## config.mk

```make
export PLATFORM = sky130hd
export DESIGN_NAME = neural_activation_unit
export DESIGN_NICKNAME = d
export VERILOG_FILES = /design/src/design/nau_pkg.sv /design/src/design/neural_activation_unit.sv /design/src/design/nau_sigmoid.sv /design/src/design/nau_post.sv
export SDC_FILE = /design/constraint.sdc
export NUM_CORES = 1
export LEC_CHECK = 0
export BUFFER_PORTS_ARGS = -buffer_cell sky130_fd_sc_hd__buf_2
export CAP_MARGIN = 20
export CORE_MARGIN = 2
export CORE_UTILIZATION = 57
export CTS_CLUSTER_DIAMETER = 80
export DETAILED_ROUTE_END_ITERATION = 10
export GPL_TIMING_DRIVEN = 1
export PLACE_DENSITY_LB_ADDON = 0.25
export SETUP_SLACK_MARGIN = 0.02
export SYNTH_ARGS = -nofsm -noshare
export SYNTH_HDL_FRONTEND = slang
export SYNTH_HIERARCHICAL = 1
export SYNTH_SLANG_ARGS = --single-unit
```

## constraint.sdc

```tcl
create_clock -name clk -period 6.1 [get_ports clk]
set_clock_uncertainty 0.2 [all_clocks]
set_input_delay 0.915 -clock clk [delete_from_list [all_inputs] [get_ports clk]]
set_output_delay 0.915 -clock clk [all_outputs]
set_load 0.05 [all_outputs]
```

## src/design/nau_pkg.sv

```systemverilog
// ----------------------------------------------------------------------------
// nau_pkg
// Shared types and constants of the neural activation unit: activation mode
// codes, configuration register indexes and reset values, and the control
// word that travels down the pipeline beside the data.
// ----------------------------------------------------------------------------
package nau_pkg;

	localparam int CFG_IDX_W  = 2;
	localparam int CFG_DATA_W = 12;
	localparam int MODE_W     = 3;
	localparam int SLOPE_W    = 12;

	typedef enum logic [MODE_W-1:0] {
		MODE_RELU     = 3'd0,
		MODE_LEAKY    = 3'd1,
		MODE_STEP     = 3'd2,
		MODE_SIGMOID  = 3'd3,
		MODE_TANH     = 3'd4,
		MODE_SWISH    = 3'd5,
		MODE_IDENTITY = 3'd6
	} act_mode_t;

	typedef enum logic [CFG_IDX_W-1:0] {
		CFG_ACT_MODE     = 2'd0,
		CFG_CLAMP_ENABLE = 2'd1,
		CFG_LEAKY_SLOPE  = 2'd2
	} cfg_reg_t;

	localparam logic [MODE_W-1:0]  ACT_MODE_RST    = 3'd6;
	localparam logic               CLAMP_RST       = 1'b0;
	localparam logic [SLOPE_W-1:0] LEAKY_SLOPE_RST = 12'd410;

	// Control word carried with every item
	typedef struct packed {
		logic                valid;
		logic                last;
		logic [MODE_W-1:0]   mode;
		logic                clamp;
	} nau_ctrl_t;

endpackage

```

## src/design/neural_activation_unit.sv

```systemverilog
// ----------------------------------------------------------------------------
// neural_activation_unit
// Per-sample activation (ReLU, leaky ReLU, step, sigmoid, tanh, swish,
// identity) on signed fixed-point data, four register stages deep.
// ----------------------------------------------------------------------------
// Usage:
//   Input channel: drive sample and last_in and raise start; the item is
//   taken at the rising edge where start is high and busy is low. busy is
//   always low, so a new item can be taken in every cycle.
//   Result channel: done is high for exactly one cycle per item, with
//   activation and last_out valid in that cycle. Results leave in the order
//   the items came in. The receiver cannot stall, so nothing is held back.
//   Throughput is one item per cycle, set by the fully pipelined datapath:
//   stage 1 forms the sigmoid magnitude, stage 2 the PLAN sigmoid and the
//   leaky product, stage 3 the swish product and mode selection, stage 4
//   scaling, saturation and clamp.
//   Configuration: cfg_we with cfg_index/cfg_wdata writes act_mode (0),
//   clamp_enable (1) or leaky_slope (2); index 3 is dropped. Write only when
//   no item is in flight.
//   Reset: arst_n clears the stage valid bits and loads act_mode = identity,
//   clamp off and leaky_slope = 410 (about 0.1). No clearing pass follows.
// ----------------------------------------------------------------------------
module neural_activation_unit import nau_pkg::*; #(
	parameter int FRAC_BITS  = 12,
	parameter int DATA_WIDTH = 16
) (
	input  logic                         clk,
	input  logic                         arst_n,
	input  logic                         start,
	output logic                         busy,
	input  logic signed [DATA_WIDTH-1:0] sample,
	input  logic                         last_in,
	input  logic                         cfg_we,
	input  logic [CFG_IDX_W-1:0]         cfg_index,
	input  logic [CFG_DATA_W-1:0]        cfg_wdata,
	output logic                         done,
	output logic signed [DATA_WIDTH-1:0] activation,
	output logic                         last_out
);

	localparam int W   = DATA_WIDTH;
	localparam int F   = FRAC_BITS;
	localparam int MW  = W + 1;                            // |x| or |2x|
	localparam int YW  = ((W > F + 2) ? W : F + 2) + 1;    // pre-saturation result
	localparam int LPW = W + SLOPE_W + 1;                  // leaky product
	localparam int SPW = W + F + 2;                        // swish product
	localparam logic signed [YW-1:0] ONE_Y = YW'(64'sd1 <<< F);

	// configuration registers
	logic [MODE_W-1:0]  act_mode_q;
	logic               clamp_enable_q;
	logic [SLOPE_W-1:0] leaky_slope_q;

	always_ff @(posedge clk or negedge arst_n) begin
		if (!arst_n) begin
			act_mode_q     <= ACT_MODE_RST;
			clamp_enable_q <= CLAMP_RST;
			leaky_slope_q  <= LEAKY_SLOPE_RST;
		end else if (cfg_we) begin
			case (cfg_reg_t'(cfg_index))
				CFG_ACT_MODE:     act_mode_q     <= cfg_wdata[MODE_W-1:0];
				CFG_CLAMP_ENABLE: clamp_enable_q <= cfg_wdata[0];
				CFG_LEAKY_SLOPE:  leaky_slope_q  <= cfg_wdata[SLOPE_W-1:0];
				default: ;        // drop writes to unused indexes
			endcase
		end
	end

	assign busy = 1'b0;

	// ---------------- stage 1: capture, form sigmoid argument ----------------
	logic signed [MW-1:0] arg_c;
	logic                 neg_c;
	logic [MW-1:0]        mag_c;

	always_comb begin
		// tanh evaluates the sigmoid at 2x, kept at full precision
		if (act_mode_t'(act_mode_q) == MODE_TANH) begin
			arg_c = {sample, 1'b0};
		end else begin
			arg_c = MW'(sample);
		end
		neg_c = arg_c[MW-1];
		mag_c = neg_c ? MW'(-arg_c) : MW'(arg_c);
	end

	nau_ctrl_t           ctrl_s1, ctrl_s2, ctrl_s3;
	logic signed [W-1:0] x_s1, x_s2;
	logic [MW-1:0]       mag_s1;
	logic                neg_s1;

	// control words advance together; only the valid bits matter after reset
	always_ff @(posedge clk or negedge arst_n) begin
		if (!arst_n) begin
			ctrl_s1 <= '0;
			ctrl_s2 <= '0;
			ctrl_s3 <= '0;
		end else begin
			ctrl_s1.valid <= start && !busy;
			ctrl_s1.last  <= last_in;
			ctrl_s1.mode  <= act_mode_q;
			ctrl_s1.clamp <= clamp_enable_q;
			ctrl_s2       <= ctrl_s1;
			ctrl_s3       <= ctrl_s2;
		end
	end

	always_ff @(posedge clk) begin
		x_s1          <= sample;
		mag_s1        <= mag_c;
		neg_s1        <= neg_c;
	end

	// ---------------- stage 2: PLAN sigmoid, leaky product ----------------
	logic [F:0]            sig_c, sig_s2;
	logic signed [LPW-1:0] lprod_c, lprod_s2;

	nau_sigmoid #(
		.FRAC_BITS (F),
		.MAG_W     (MW)
	) u_sigmoid (
		.mag (mag_s1),
		.neg (neg_s1),
		.sig (sig_c)
	);

	assign lprod_c = LPW'(x_s1) * LPW'($signed({1'b0, leaky_slope_q}));

	always_ff @(posedge clk) begin
		x_s2          <= x_s1;
		sig_s2        <= sig_c;
		lprod_s2      <= lprod_c;
	end

	// ---------------- stage 3: swish product, mode select ----------------
	logic signed [SPW-1:0] sprod_c, prod_s3;
	logic signed [YW-1:0]  y_c, y_s3;
	logic signed [YW-1:0]  x_y;

	assign sprod_c = SPW'(x_s2) * SPW'($signed({1'b0, sig_s2}));
	assign x_y     = YW'(x_s2);

	always_comb begin
		case (act_mode_t'(ctrl_s2.mode))
			MODE_RELU:    y_c = x_s2[W-1] ? '0 : x_y;
			// arithmetic shift floors the scaled negative side
			MODE_LEAKY:   y_c = x_s2[W-1] ? YW'(lprod_s2 >>> SLOPE_W) : x_y;
			MODE_STEP:    y_c = x_s2[W-1] ? '0 : ONE_Y;
			MODE_SIGMOID: y_c = YW'({1'b0, sig_s2});
			MODE_TANH:    y_c = YW'($signed({1'b0, sig_s2, 1'b0})) - ONE_Y;
			// swish is finished in the last stage from the product
			default:      y_c = x_y;
		endcase
	end

	always_ff @(posedge clk) begin
		y_s3          <= y_c;
		prod_s3       <= sprod_c;
	end

	// ---------------- stage 4: scale, saturate, clamp, output ----------------
	nau_post #(
		.FRAC_BITS  (F),
		.DATA_WIDTH (W)
	) u_post (
		.clk        (clk),
		.arst_n     (arst_n),
		.ctrl_s3    (ctrl_s3),
		.y_s3       (y_s3),
		.prod_s3    (prod_s3),
		.done       (done),
		.activation (activation),
		.last_out   (last_out)
	);

endmodule

```

## src/design/nau_sigmoid.sv

```systemverilog
// ----------------------------------------------------------------------------
// nau_sigmoid
// Four-segment piecewise-linear sigmoid on a magnitude and sign, giving an
// unsigned result in [0, 1.0] with FRAC_BITS fraction bits.
// ----------------------------------------------------------------------------
module nau_sigmoid import nau_pkg::*; #(
	parameter int FRAC_BITS = 12,
	parameter int MAG_W     = 17
) (
	input  logic [MAG_W-1:0]   mag,
	input  logic               neg,
	output logic [FRAC_BITS:0] sig
);

	localparam int CW = (MAG_W > FRAC_BITS + 4) ? MAG_W : FRAC_BITS + 4;
	localparam logic [CW-1:0] ONE_C   = CW'(64'd1 << FRAC_BITS);
	localparam logic [CW-1:0] TH_SAT  = CW'(64'd5 << FRAC_BITS);
	localparam logic [CW-1:0] TH_MID  = CW'((64'd19 << FRAC_BITS) >> 3);
	localparam logic [CW-1:0] OFS_HI  = CW'((64'd27 << FRAC_BITS) >> 5);
	localparam logic [CW-1:0] OFS_MID = CW'((64'd5 << FRAC_BITS) >> 3);
	localparam logic [CW-1:0] OFS_LO  = CW'(64'd1 << (FRAC_BITS - 1));

	logic [CW-1:0] a;
	logic [CW-1:0] y;

	always_comb begin
		a = CW'(mag);
		if (a >= TH_SAT) begin
			y = ONE_C;
		end else if (a >= TH_MID) begin
			y = (a >> 5) + OFS_HI;
		end else if (a >= ONE_C) begin
			y = (a >> 3) + OFS_MID;
		end else begin
			y = (a >> 2) + OFS_LO;
		end
		// mirror about one half for negative arguments
		sig = neg ? (FRAC_BITS+1)'(ONE_C - y) : (FRAC_BITS+1)'(y);
	end

endmodule

```

## src/design/nau_post.sv

```systemverilog
// ----------------------------------------------------------------------------
// nau_post
// Final stage: scale the swish product, saturate to the data range, apply
// the optional [-1, 1] clamp and register the result for its strobe cycle.
// ----------------------------------------------------------------------------
module nau_post import nau_pkg::*; #(
	parameter int FRAC_BITS  = 12,
	parameter int DATA_WIDTH = 16
) (
	input  logic                                    clk,
	input  logic                                    arst_n,
	input  nau_ctrl_t                               ctrl_s3,
	input  logic signed [((DATA_WIDTH > FRAC_BITS + 2) ? DATA_WIDTH : FRAC_BITS + 2):0] y_s3,
	input  logic signed [DATA_WIDTH+FRAC_BITS+1:0]  prod_s3,
	output logic                                    done,
	output logic signed [DATA_WIDTH-1:0]            activation,
	output logic                                    last_out
);

	localparam int YW = ((DATA_WIDTH > FRAC_BITS + 2) ? DATA_WIDTH : FRAC_BITS + 2) + 1;
	localparam longint DMAX_L = (64'sd1 <<< (DATA_WIDTH - 1)) - 64'sd1;
	localparam longint DMIN_L = -DMAX_L - 64'sd1;
	localparam longint ONE_L  = 64'sd1 <<< FRAC_BITS;
	localparam logic signed [YW-1:0] DMAX_Y = YW'(DMAX_L);
	localparam logic signed [YW-1:0] DMIN_Y = YW'(DMIN_L);
	localparam logic signed [YW-1:0] HI_Y   = YW'((ONE_L > DMAX_L) ? DMAX_L : ONE_L);
	localparam logic signed [YW-1:0] LO_Y   = YW'((-ONE_L < DMIN_L) ? DMIN_L : -ONE_L);

	logic signed [YW-1:0] sel_c;
	logic signed [YW-1:0] sat_c;
	logic signed [YW-1:0] fin_c;

	always_comb begin
		sel_c = y_s3;
		if (act_mode_t'(ctrl_s3.mode) == MODE_SWISH) begin
			sel_c = YW'(prod_s3 >>> FRAC_BITS);
		end
		sat_c = sel_c;
		if (sel_c > DMAX_Y) begin
			sat_c = DMAX_Y;
		end else if (sel_c < DMIN_Y) begin
			sat_c = DMIN_Y;
		end
		fin_c = sat_c;
		if (ctrl_s3.clamp) begin
			if (sat_c > HI_Y) begin
				fin_c = HI_Y;
			end else if (sat_c < LO_Y) begin
				fin_c = LO_Y;
			end
		end
	end

	always_ff @(posedge clk or negedge arst_n) begin
		if (!arst_n) begin
			done <= 1'b0;
		end else begin
			done <= ctrl_s3.valid;
		end
	end

	always_ff @(posedge clk) begin
		activation <= DATA_WIDTH'(fin_c);
		last_out   <= ctrl_s3.last;
	end

endmodule

```

==> flow_summary.ini <==
[sta]
setup_violations = 0
hold_viol_final = 0
fmax_mhz = 167.5
period_share_pct = 97.90
maxSlewViolCount = 0
finalCriticalPeriod_ns = 5.972
tightest_slew_ns = 0.9178
rsz0062_at_grt = true
setup-tns-final_ns = 0
slew_headroom_pct = 38.40

[clocking]
cts_tree = built
numCtsBuffers = 17
cts.sinks = 165
root_buffer = clkbuf_16
h-tree-depth = 4
path_clk_slew_ns = 0.07
worstSkewPairLatency_ns = 0.45
cts_buffer_depth = 2

[global_route]
grt_pass1_vias = 16470
grt_overflow_total = 0
antenna_found_initial = 1
grt_usage_pct = 26.48
grt_max_degree = 36
grt_pass1_wl_um = 80560

[finish]
drive_gt1_share_pct = 12.71
insertedDiodeCount = 0
final_common_cell = inv_1
final_cell_mix = inv_1, fa_1, nand2_1
area_growth_pct = 9.428
finish.utilization_pct = 63.26
fin_nets = 2924

[synth]
syn_area_per_cell_sq_um = 9.232
syn_nets = 2848
netlist_area_sq_mm = 0.02111
syn-instance-count = 2287
yosysWarnings = 6

[place]
hpwl_um = 39810
io_buffer_count = 52
gp_congestion = 0.9182

[critical_path]
cpMaxStageDelayCell = fa_1
crit_arrival_ns = 6.16
end_kind = flip-flop
required_ns = 6.28
path_common_cell = fa_1
path_cells = buf_6 -> and2_1 -> fa_1 -> inv_1 -> fa_1 -> inv_1 -> fa_1 -> fa_1 -> fa_1 -> inv_1 -> fa_1 -> inv_1 -> ha_1 -> inv_1 -> a2111o_1 -> a21boi_2 -> o211ai_1 -> buf_4 -> o211ai_1 -> a31o_1 -> a21o_1 -> xor2_1
critPathKind = flip-flop to flip-flop
critPathMaxFanout = 5
cp-start-kind = flip-flop
max_stage_delay_ns = 0.54

[outcome]
status = complete, no violations

[floorplan]
die-area_sq_mm = 0.03860
die_y_um = 196.5
placement_rows = 70
initial_utilization_pct = 57.81
core_area_sq_mm = 0.03652
io_pins = 54
die_width_um = 196.5

[route]
post_drt_wl_per_cell_um = 17.21
routed_wl_um = 48940
vias = 15530
dr.pass1.iters = 8
drtIter0Drc = 830
ant_nets = 0
drc = 0
viasPerCell = 5.462

[flow_run]
cap_violations = 0

[hold_path]
hold_class = flip-flop to flip-flop
-- state kept, by name, indices dropped and copies added (netlist names), 13 cells and up --
signal,cells
mag_s1,17
x_s2,16
prod_s3,17
y_s3,17
sig_s2,13
u_post/activation,16
x_s1,15
lprod_s2,17
-- metrics by stage --
| stage | instances | hold slack (ns) | worst slack, ns | instance area, sq um |
|---|---|---|---|---|
| 3_3_place_gp | 2776 | 0.1321 | 0.03496 | 22030 |
| 4_1_cts | 2808 | 0.1547 | 0.02161 | 22630 |
| 2_1_floorplan | 2287 | 0.1242 | 0.05847 | 21120 |
| 3_5_place_dp | 2776 | 0.1386 | -0.1223 | 22030 |
| 6_report | 2844 | 0.1534 | 0.1281 | 23100 |
| 5_1_grt | 2844 | 0.1623 | -0.05209 | 23100 |
-- layout make-up --
class | count | area (sq um)
repair buffers | 152 | 1018
fillers | 3028 | 13420
well taps | 468 | 585.6
clock inverters | 14 | 133.9
multi-input cells | 1530 | 15490
inverters | 497 | 1866
flip-flops and latches | 165 | 3556
clock buffers | 18 | 450.4
-- per-layer routing --
layer	track usage (%)	wire length (um)
met5	0	13
met4	8.838	1412
met3	5.886	3374
met2	45.61	23810
met1	33.16	20330
-- what timing repair did --
action / in CTS / in global routing
hold buffers: 0 / 0
setup endpoints to repair: 3 / 17
pin swaps: 0 / 42
resized for setup: 13 / 72
gates cloned: 0 / 1
hold endpoints to repair: 0 / 0
buffers inserted: 0 / 35
-- worst max-delay path, delay by kind of cell, from the launching register on --
family / cells / cell delay [ns]
AND/OR/NAND/NOR: 1 / 0.17
AO/OA/AOI/OAI: 6 / 1.16
adder cells (fa/ha/maj): 7 / 3.25
XOR/XNOR: 1 / 0.14
flip-flops: 1 / 0.37
buffers and inverters: 7 / 0.59
-- path summary, 6_finish.rpt --
kind,from,end,slack (ns),depth (start not counted)
setup / recovery,sig_s2[3],prod_s3[28],0.13,22
hold / removal,ctrl_s1[5],ctrl_s2[5],0.15,0
setup reg to reg,sig_s2[3],prod_s3[28],0.13,22
hold reg to reg,ctrl_s1[5],ctrl_s2[5],0.15,0
max in group asynchronous,arst_n,leaky_slope_q[11],4.79,1
min in group asynchronous,arst_n,ctrl_s1[4],0.36,1
Power is left out: the tool's default activity adds up to more than one toggle a clock period on the data nets, which glitch-free logic cannot reach.
